File: src/design/rlhp_pkg.sv
// ----------------------------------------------------------------------------
// rlhp_pkg
// Shared types, constants and action/status codes of the run-length packer.
// ----------------------------------------------------------------------------
package rlhp_pkg;

    localparam int WORD_BITS_DEF     = 32;
    localparam int TABLE_ENTRIES_DEF = 256;
    localparam int RUN_BITS_DEF      = 16;

    // field widths fixed by the item format
    localparam int SYM_W   = 8;
    localparam int SLOT_W  = 8;
    localparam int ERUN_W  = 16;
    localparam int CODE_W  = 32;
    localparam int CLEN_W  = 6;
    localparam int OWORD_W = 32;

    localparam logic [1:0] ACT_LOAD = 2'd0;
    localparam logic [1:0] ACT_DATA = 2'd1;
    localparam logic [1:0] ACT_EOS  = 2'd2;

    localparam logic [1:0] ST_OK       = 2'd0;
    localparam logic [1:0] ST_NO_CODE  = 2'd1;
    localparam logic [1:0] ST_OVERFLOW = 2'd2;

    typedef struct packed {
        logic [1:0]        action;
        logic [SLOT_W-1:0] entry_slot;
        logic [SYM_W-1:0]  entry_symbol;
        logic [ERUN_W-1:0] entry_run_length;
        logic [CODE_W-1:0] entry_code;
        logic [CLEN_W-1:0] entry_code_length;
        logic [SYM_W-1:0]  data_byte;
    } in_item_t;

    typedef struct packed {
        logic [OWORD_W-1:0] packed_word;
        logic               word_valid;
        logic               last;
        logic [1:0]         status;
    } out_item_t;

    // lookup request travelling down the cell row
    typedef struct packed {
        logic              valid;
        logic [SYM_W-1:0]  symbol;
        logic [ERUN_W-1:0] run_len;
        logic              hit;
        logic [CODE_W-1:0] code;
        logic [CLEN_W-1:0] code_len;
    } probe_t;

endpackage

File: src/design/rlhp_cell.sv
// ----------------------------------------------------------------------------
// rlhp_cell
// One table slot: holds an entry and matches the probe passing through.
// ----------------------------------------------------------------------------
module rlhp_cell
    import rlhp_pkg::*;
(
    input  logic              clk,
    input  logic              rst_n,
    input  logic              wr,
    input  in_item_t          wdata,
    input  probe_t            probe_in,
    output probe_t            probe_out
);
    logic              written_reg;
    logic [SYM_W-1:0]  sym_reg;
    logic [ERUN_W-1:0] run_reg;
    logic [CODE_W-1:0] code_reg;
    logic [CLEN_W-1:0] clen_reg;
    logic              match;

    // hold the valid bit
    always_ff @(posedge clk or negedge rst_n)
    begin
        if (!rst_n)
            written_reg <= 1'b0;
        else if (wr)
            written_reg <= 1'b1;
    end

    // hold the entry payload
    always_ff @(posedge clk)
    begin
        if (wr)
        begin
            sym_reg  <= wdata.entry_symbol;
            run_reg  <= wdata.entry_run_length;
            code_reg <= wdata.entry_code;
            clen_reg <= wdata.entry_code_length;
        end
    end

    assign match = written_reg && (clen_reg != '0) && (sym_reg == probe_in.symbol)
                   && (run_reg == probe_in.run_len);

    // advance the probe; the lowest slot sets hit first and keeps it
    always_ff @(posedge clk or negedge rst_n)
    begin
        if (!rst_n)
            probe_out <= '0;
        else
        begin
            probe_out.valid   <= probe_in.valid;
            probe_out.symbol  <= probe_in.symbol;
            probe_out.run_len <= probe_in.run_len;
            if (!probe_in.hit && match)
            begin
                probe_out.hit      <= 1'b1;
                probe_out.code     <= code_reg;
                probe_out.code_len <= clen_reg;
            end
            else
            begin
                probe_out.hit      <= probe_in.hit;
                probe_out.code     <= probe_in.code;
                probe_out.code_len <= probe_in.code_len;
            end
        end
    end
endmodule

File: config.mk
export PLATFORM = sky130hd
export DESIGN_NAME = rlhp_cell
export DESIGN_NICKNAME = d
export VERILOG_FILES = /design/src/design/rlhp_pkg.sv /design/src/design/rlhp_cell.sv
export SDC_FILE = /design/constraint.sdc
export NUM_CORES = 1
export LEC_CHECK = 0
export ABC_AREA = 0
export BUFFER_PORTS_ARGS = -buffer_cell sky130_fd_sc_hd__buf_4
export CAP_MARGIN = 20
export CORE_UTILIZATION = 46
export DETAILED_ROUTE_END_ITERATION = 7
export PLACE_DENSITY = 0.8
export SLEW_MARGIN = 20
export SYNTH_ARGS = -nofsm -noshare
export SYNTH_HDL_FRONTEND = slang
export SYNTH_SLANG_ARGS = --single-unit
File: constraint.sdc
create_clock -name clk -period 2.6 [get_ports clk]
set_clock_uncertainty 0.05 [all_clocks]
set_input_delay 0.26 -clock clk [delete_from_list [all_inputs] [get_ports clk]]
set_output_delay 0.26 -clock clk [all_outputs]
set_load 0.01 [all_outputs]
==> results of run 1 <==
-- synth_stat cells (all sizes together) --
master and count:
buf 4, dfrtp 65, edfxtp 62, mux2 38, nand3 1, nand4 1
nor3 2, nor4 5, o21bai 1, o311a 1, or2 1, or4 1
xnor2 1, xor2 23
-- cells by family after synthesis --
group,share of synthesized area
xor gates and xnor gates,0.0483
muxes,0.116
DFF,0.802
AOI/OAI and AO/OA,0.00403
buffers and inverters,0.0129
and+or+nand+nor,0.0175
-- stage by stage --
step / area [µm²] / util
2_1_floorplan: 4350 / -
3_3_place_gp: 5900 / 0.642
3_5_place_dp: 5900 / 0.642
==> flow_summary.ini, run 1 <==
[run_status]
status = stopped before the end
stop_stage = 4_1_cts
first-error = [ERROR RSZ-0060] Max buffer count reached.

[logic_synthesis]
syn_nets = 353
ys_warn_count = 0
synth.area.top_cells = edfxtp_1, dfrtp_1, mux2_4, mux2_2, xor2_1
synth_cells = 206
ys_types = 18
synth-seq-cells = 127
seq_area_frac_synth = 0.802
syn_area_um2 = 4350
yosysTopAreaCell = edfxtp_1
yosysTopAreaCellShare = 0.428
syn_avg_cell_area_um2 = 21.1

[place]
numPortBuffers = 192
gp_congestion = 0.719
pre_cts_ws_ns = 0.277
dp_cells = 506
place_hpwl_mm = 5.95

[cts]
post_cts_buffers = 0
cts_root_buf = clkbuf_8
cts_buffers = 17
htree_num_levels = 4
cts_sinks = 127
clk_path_buf_depth = 2
postCtsHoldBufs = 108
cts_resized = 0

[die]
die_w_um = 99.3
num_io_pins = 211
fp.dieH_um = 99.3
rows = 35
initial_core_util = 0.473
==> inputs of run 2 (changes only) <==
--- a/config.mk
+++ b/config.mk
@@ -8,9 +8,9 @@
 export ABC_AREA = 0
 export BUFFER_PORTS_ARGS = -buffer_cell sky130_fd_sc_hd__buf_4
 export CAP_MARGIN = 20
-export CORE_UTILIZATION = 46
+export CORE_UTILIZATION = 35
 export DETAILED_ROUTE_END_ITERATION = 7
-export PLACE_DENSITY = 0.8
+export PLACE_DENSITY_LB_ADDON = 0.15
 export SLEW_MARGIN = 20
 export SYNTH_ARGS = -nofsm -noshare
 export SYNTH_HDL_FRONTEND = slang
==> run 2 against run 1 <==
The run now ends clean. Synthesized area unchanged. Synthesized cell count unchanged.
==> flow_summary.ini, run 2 <==
[cells_and_area]
mostFrequentLayoutCells = buf_4, dlygate4sd3_1, dfrtp_1
fill_cells = 915
syn_to_final_growth_pct = 70.9
final_common_cell = buf_4
largest_reg_flops = 64
layout-drive-gt1-share = 0.503
fin_nets = 649
diodes = 0

[place]
gp_congestion = 0.723
place_hpwl_mm = 5.95
numPortBuffers = 192

[timing]
finalHoldViolCount = 0
tightestPinTransition_ns = 0.841
slew_headroom = 0.439
fin_crit_sh = 0.946
clock.fmax_ghz = 0.407
fin_crit_ns = 2.46
drv_slew = 0
whs_ns = 0.0340
rsz0062_at_grt = false
setup_violations = 0
tns_ns = 0

[worst_setup_path]
r2r_slack_ns = 0.31
path_class = input pin to register
cp-end-kind = register
critPathLaunchType = input pin
arrival_ns = 2.69
cp_data_required_time_ns = 2.83
cp_max_fo = 38

[logic_synthesis]
yosysTopAreaCell = edfxtp_1
seq_area_frac_synth = 0.802
syn_nets = 353
yosysTopAreaCellShare = 0.428
ys_warn_count = 0
synthArstFlopShare = 0.512
yosysMostFrequentCell = dfrtp_1
syn_avg_cell_area_um2 = 21.1
synth_cells = 206
synth-seq-cells = 127
synth.area.top_cells = edfxtp_1, dfrtp_1, mux2_4, mux2_2, xor2_1
synthTopCellsByCount = dfrtp_1, edfxtp_1, xor2_1
ys_types = 18
synthFlopType = dfrtp_1
syn_area_um2 = 4350
synth_edf_count = 62

[grt]
use_met3 = 0.0494
grt_usage = 0.160
grt_use_met2 = 0.296
grt_use_met1 = 0.161
grt_pass1_wl_mm = 15.2
grt_pass1_vias = 3110
antenna_found_initial = 0
grt.overflow.total = 0
busiest_layer = met2
grt_max_degree = 66

[pwr]
power_density_nw_per_um2 = 688
cellLeakagePower_nw = 3.26
peakVddDrop_uv = 543
fin_total_pwr_mw = 5.12

[die]
coreArea_um2 = 12100
die_w_um = 114
rows = 40
die_area_um2 = 12900
initial_core_util = 0.361
fp.dieH_um = 114
num_io_pins = 211

[cts]
cts_tree = done
clk_pin_slew_ns = 0.05
htree_num_levels = 4
insertion_delay_ns = 0.40
clk_path_buf_depth = 2
cts_root_buf = clkbuf_16
cts_resized = 0
cts_buffers = 17
cts_sinks = 127

[flow_run]
max_cap_viol_count = 0

[drt]
drtPass1Iterations = 4
wl_mm = 9.64
drtAntennaViolNets = 0
avgViaCountPerCell = 4.14
vias = 2825
wire_per_inst_um = 14.1
route.detailed.drc = 0
dr.first_iter.drc_count = 104

[run_status]
status = complete, no violations

[hold_path]
min_path_type = input pin to register
==> run 2: cell counts after synthesis <==
No cell type changed its count.
==> run 2: cell families (layout without fill, tap and decap cells) <==
group / after synthesis / in the layout / share of synthesized area
mux: 38 / 38 / 0.116
simple gates: 11 / 11 / 0.0175
flops: 127 / 127 / 0.802
compound gates: 2 / 2 / 0.00403
xor+xnor: 24 / 24 / 0.0483
buf+inv: 4 / 313 / 0.0129
==> run 2: path summary, 6_finish.rpt <==
kind                                         from                       to  cells past startpoint
max                                  probe_in[42]   probe_out[9]$_DFF_PN0_                      8
min                                  probe_in[19]  probe_out[19]$_DFF_PN0_                      2
max reg2reg                  run_reg[3]$_DFFE_PP_   probe_out[9]$_DFF_PN0_                      6
min reg2reg                code_reg[11]$_DFFE_PP_  probe_out[17]$_DFF_PN0_                      1
max in group asynchronous                   rst_n  probe_out[26]$_DFF_PN0_                      2
min in group asynchronous                   rst_n  probe_out[40]$_DFF_PN0_                      2
==> run 2: per-layer routing <==
| metal | wire length (µm) | share of wire |
|---|---|---|
| met2 | 5580 | 0.58 |
| met5 | 0 | 0 |
| met3 | 582 | 0.060 |
| met1 | 3300 | 0.34 |
| met4 | 181 | 0.019 |
==> run 2: report_power, final <==
group          switching [mW]  internal, mW
clock network           0.780          1.55
logic                   0.170         0.321
registers              0.0389          2.25
total                   0.989          4.13
==> run 2: stage by stage <==
stage / utilization / cell area (µm²) / std cells / worst slack (ns)
CTS: 0.617 / 7440 / 683 / 0.113
global placement: 0.495 / 5970 / 563 / 0.263
detailed placement: 0.495 / 5970 / 563 / 0.233
global route: 0.617 / 7440 / 683 / 0.00485
floorplan: - / 4350 / 206 / 0.588
finish: 0.617 / 7440 / 683 / 0.141
==> run 2: area by class of cell <==
class                           count  area [µm²]  share of cell area
Sequential cell                   127        3490               0.469
Timing Repair Buffer              281        2340               0.315
Multi-Input combinational cell     75         813               0.109
Clock buffer                       25         475              0.0639
Tap cell                          168         210              0.0283
Clock inverter                      7         109              0.0146
==> run 2: worst max-delay path, cell delays in order <==
cell	delay [ns]
dlygate4sd3_1	0.54
buf_4	0.14
xor2_1	0.15
nor4_1	0.41
nand4_1	0.26
nor3_4	0.26
buf_12	0.28
mux2_2	0.37
==> run 2: repair_timing <==
| item | 4_1_cts | 5_1_grt |
|---|---|---|
| endpoints found under the setup margin | 0 | 0 |
| hold buffers | 88 | 0 |
| buffers inserted | 0 | 0 |
| endpoints found under the hold margin | 152 | 0 |
(Power assumes the default switching activity.)
==> inputs of run 3 (changes only) <==
--- a/config.mk
+++ b/config.mk
@@ -11,6 +11,7 @@
 export CORE_UTILIZATION = 35
 export DETAILED_ROUTE_END_ITERATION = 7
 export PLACE_DENSITY_LB_ADDON = 0.15
+export SETUP_SLACK_MARGIN = 0.4
 export SLEW_MARGIN = 20
 export SYNTH_ARGS = -nofsm -noshare
 export SYNTH_HDL_FRONTEND = slang
==> run 3 against run 2 <==
First-iteration DRC count fell by 11%. Hold slack is essentially flat. Global-route usage rose by 0.21 points. Cell area rose by 1.1%. Non-clock buffer count up 4. Utilization rose by 0.66 points. Wire length up 2.1%. Register-to-register slack better by 0.098 ns. Maximum frequency grew 12%. Combinational power about the same.
==> flow_summary.ini, run 3 (synthesis gave the netlist of run 2 again) <==
[worst_setup_path]
path_buf_inv = 2
cp-end-kind = register
cp_max_fo = 9
rr_startpoint = clen_reg[4]$_DFFE_PP_
r2r_cells = 7
cp_data_required_time_ns = 2.83
arrival_ns = 2.43
crit_family = simple AND/OR/NAND/NOR gates
r2r_slack_ns = 0.41
slowest_delay_ns = 0.54
crit_chain = or4_1 > o311a_1 > nand3_2 > nor3_4 > buf_4 > clkbuf_16 > mux2_4
critPathLaunchType = register
path_class = register to register
reg2reg_to = probe_out[28]$_DFF_PN0_
crit_slowest_cell = or4_1

[timing]
fin_crit_ns = 2.19
rsz0062_at_grt = true
finalHoldViolCount = 0
tightestPinTransition_ns = 0.848
drv_slew = 0
setup_violations = 0
fin_crit_sh = 0.843
clock.fmax_ghz = 0.456
tns_ns = 0
slew_headroom = 0.435
setup_slack_ns = 0.408

[cells_and_area]
diodes = 0
largest_reg_flops = 64
final_common_cell = buf_4
layout-drive-gt1-share = 0.511
mostFrequentLayoutCells = buf_4, dlygate4sd3_1, dfrtp_1
syn_to_final_growth_pct = 72.8
finalCoreUtilization = 0.623
fin_nets = 653

[drt]
highest-signal-layer = met4
met1Wirelength_mm = 3.47
drtPass1Iterations = 4
vias = 2857
wl_met3_um = 588
dr.first_iter.drc_count = 93
route.detailed.drc = 0
avgViaCountPerCell = 4.16
wl_mm = 9.84
wl_met2_mm = 5.57
wire_per_inst_um = 14.3
drtAntennaViolNets = 0

[grt]
grt_max_degree = 66
antenna_found_initial = 0
grt.overflow.total = 0
grt_usage = 0.163
grt_pass1_wl_mm = 15.4
grt_pass1_vias = 3137

[place]
gp_congestion = 0.723
numPortBuffers = 192
place_hpwl_mm = 5.95
pre_cts_ws_ns = 0.233

[hold_path]
hp-start = probe_in[19]
min_to = probe_out[19]$_DFF_PN0_
holdPathStages = 2
min_path_type = input pin to register

[pwr]
pwr-share-clk = 0.456
power_density_nw_per_um2 = 682
pwr-share-comb = 0.097
power.switching_mw = 0.999
cellLeakagePower_nw = 3.30
seqPwrFrac = 0.447
p_int_mw = 4.13
fin_total_pwr_mw = 5.13
netSwitchingFraction = 0.195
peakVddDrop_uv = 544

[flow_run]
max_cap_viol_count = 0

[die]
die_area_um2 = 12900
num_io_pins = 211
fp.dieH_um = 114
initial_core_util = 0.361
rows = 40
die_w_um = 114
coreArea_um2 = 12100

[cts]
htree_num_levels = 4
cts_root_buf = clkbuf_16
cts_buffers = 17
clk_path_buf_depth = 2
insertion_delay_ns = 0.40
clk_pin_slew_ns = 0.05
cts_sinks = 127
cts_tree = done

[run_status]
status = complete, no violations
[run 3: what timing repair did]
action                                 CTS  global route
hold buffers                            88             0
setup endpoints to repair               38            38
resized for setup                        3             0
endpoints found under the hold margin  152             0
setup buffers                            2             0
pin swaps                                2             3
gates cloned                             1             1
[run 3: layout make-up]
| class | instances | area, µm² |
|---|---|---|
| clock inverter | 7 | 109 |
| multi-input combinational | 75 | 826 |
| clock buffer | 25 | 475 |
| timing repair buffer | 285 | 2410 |
| tap | 168 | 210 |
| sequential | 127 | 3490 |
| fill | 915 | 4540 |
[run 3: stage by stage]
step | area [µm²] | instances | hold WS, ns
CTS | 7490 | 686 | 0.0124
global placement | 5970 | 563 | 0.322
global route | 7520 | 687 | 0.0125
finish | 7520 | 687 | 0.0339
floorplan | 4350 | 206 | -0.0856
detailed placement | 5970 | 563 | 0.327
[run 3: power groups by stage]
stage	clock, mW	combinational (mW)	sequential, mW
detailed placement	0	0.387	2.33
floorplan	0	0.0720	2.35
finish	2.34	0.495	2.29
global placement	0	0.380	2.33
global route	2.48	0.534	2.30
CTS	2.38	0.499	2.29
[run 3: routing by layer]
layer,vias to the layer above,GRT usage
li1,1350,-
met1,1385,0.164
met2,106,0.294
met3,16,0.0521
met4,0,0.0930
met5,-,0
[run 3: how the worst max path moves through the flow]
stage / from / endpoint / slack, ns / cells after the start
6_report: clen_reg[4]$_DFFE_PP_ / probe_out[28]$_DFF_PN0_ / 0.41 / 7
3_3_place_gp: probe_in[42] / probe_out[14]$_DFF_PN0_ / 0.26 / 7
3_5_place_dp: probe_in[42] / probe_out[9]$_DFF_PN0_ / 0.23 / 7
2_1_floorplan: clen_reg[4]$_DFFE_PP_ / probe_out[18]$_DFF_PN0_ / 0.59 / 7
4_1_cts: run_reg[3]$_DFFE_PP_ / probe_out[22]$_DFF_PN0_ / 0.36 / 7
5_1_grt: run_reg[3]$_DFFE_PP_ / probe_out[0]$_DFF_PN0_ / 0.30 / 7
==> inputs of run 4 (changes only) <==
==> constraint.sdc (replaced) <==
create_clock -name clk -period 2.25 [get_ports clk]
set_clock_uncertainty 0.05 [all_clocks]
set_input_delay 0.225 -clock clk [delete_from_list [all_inputs] [get_ports clk]]
set_output_delay 0.225 -clock clk [all_outputs]
set_load 0.01 [all_outputs]
==> run 4 against run 3 <==
The run now fails in 4_1_cts. Synthesized cell count did not move. Synthesized area did not move.
==> flow_summary.ini, run 4 <==
[logic_synthesis]
syn_avg_cell_area_um2 = 21.1
seq_area_frac_synth = 0.802
yosysTopAreaCell = edfxtp_1
synthFlopType = dfrtp_1
ys_warn_count = 0
ys_types = 18
synthTopCellsByCount = dfrtp_1, edfxtp_1, xor2_1
yosysMostFrequentCell = dfrtp_1
syn_area_um2 = 4350
synthArstFlopShare = 0.512
synth_edf_count = 62
yosysTopAreaCellShare = 0.428
synth.area.top_cells = edfxtp_1, dfrtp_1, mux2_4, mux2_2, xor2_1
syn_nets = 353
synth_cells = 206
synth-seq-cells = 127

[cts]
cts_root_buf = clkbuf_16
post_cts_buffers = 3
cts_resized = 11
clk_path_buf_depth = 2
cts_buffers = 17
postCtsHoldBufs = 121
cts_sinks = 127
htree_num_levels = 4

[place]
place_hpwl_mm = 6.25
gp_congestion = 0.709
pre_cts_ws_ns = -0.0504
numPortBuffers = 192
dpl-instance-area_um2 = 6010

[die]
die_w_um = 114
fp.dieH_um = 114
initial_core_util = 0.361
num_io_pins = 211
rows = 40

[run_status]
status = stopped before the end
stop_stage = 4_1_cts
first-error = [ERROR RSZ-0060] Max buffer count reached.
==> run 4: cell counts after synthesis <==
Identical to the previous run, type by type.
==> run 4: cells by family after synthesis <==
| group | count (synthesis) | synth area share |
|---|---|---|
| flops | 127 | 0.802 |
| mux | 38 | 0.116 |
| xor+xnor | 24 | 0.0483 |
| simple gates | 11 | 0.0175 |
| buf+inv | 4 | 0.0129 |
| compound gates | 2 | 0.00403 |
==> run 4: stage by stage <==
stage | util | std cells
after floorplan | - | 206
after global placement | 0.498 | 566
after detailed placement | 0.498 | 566
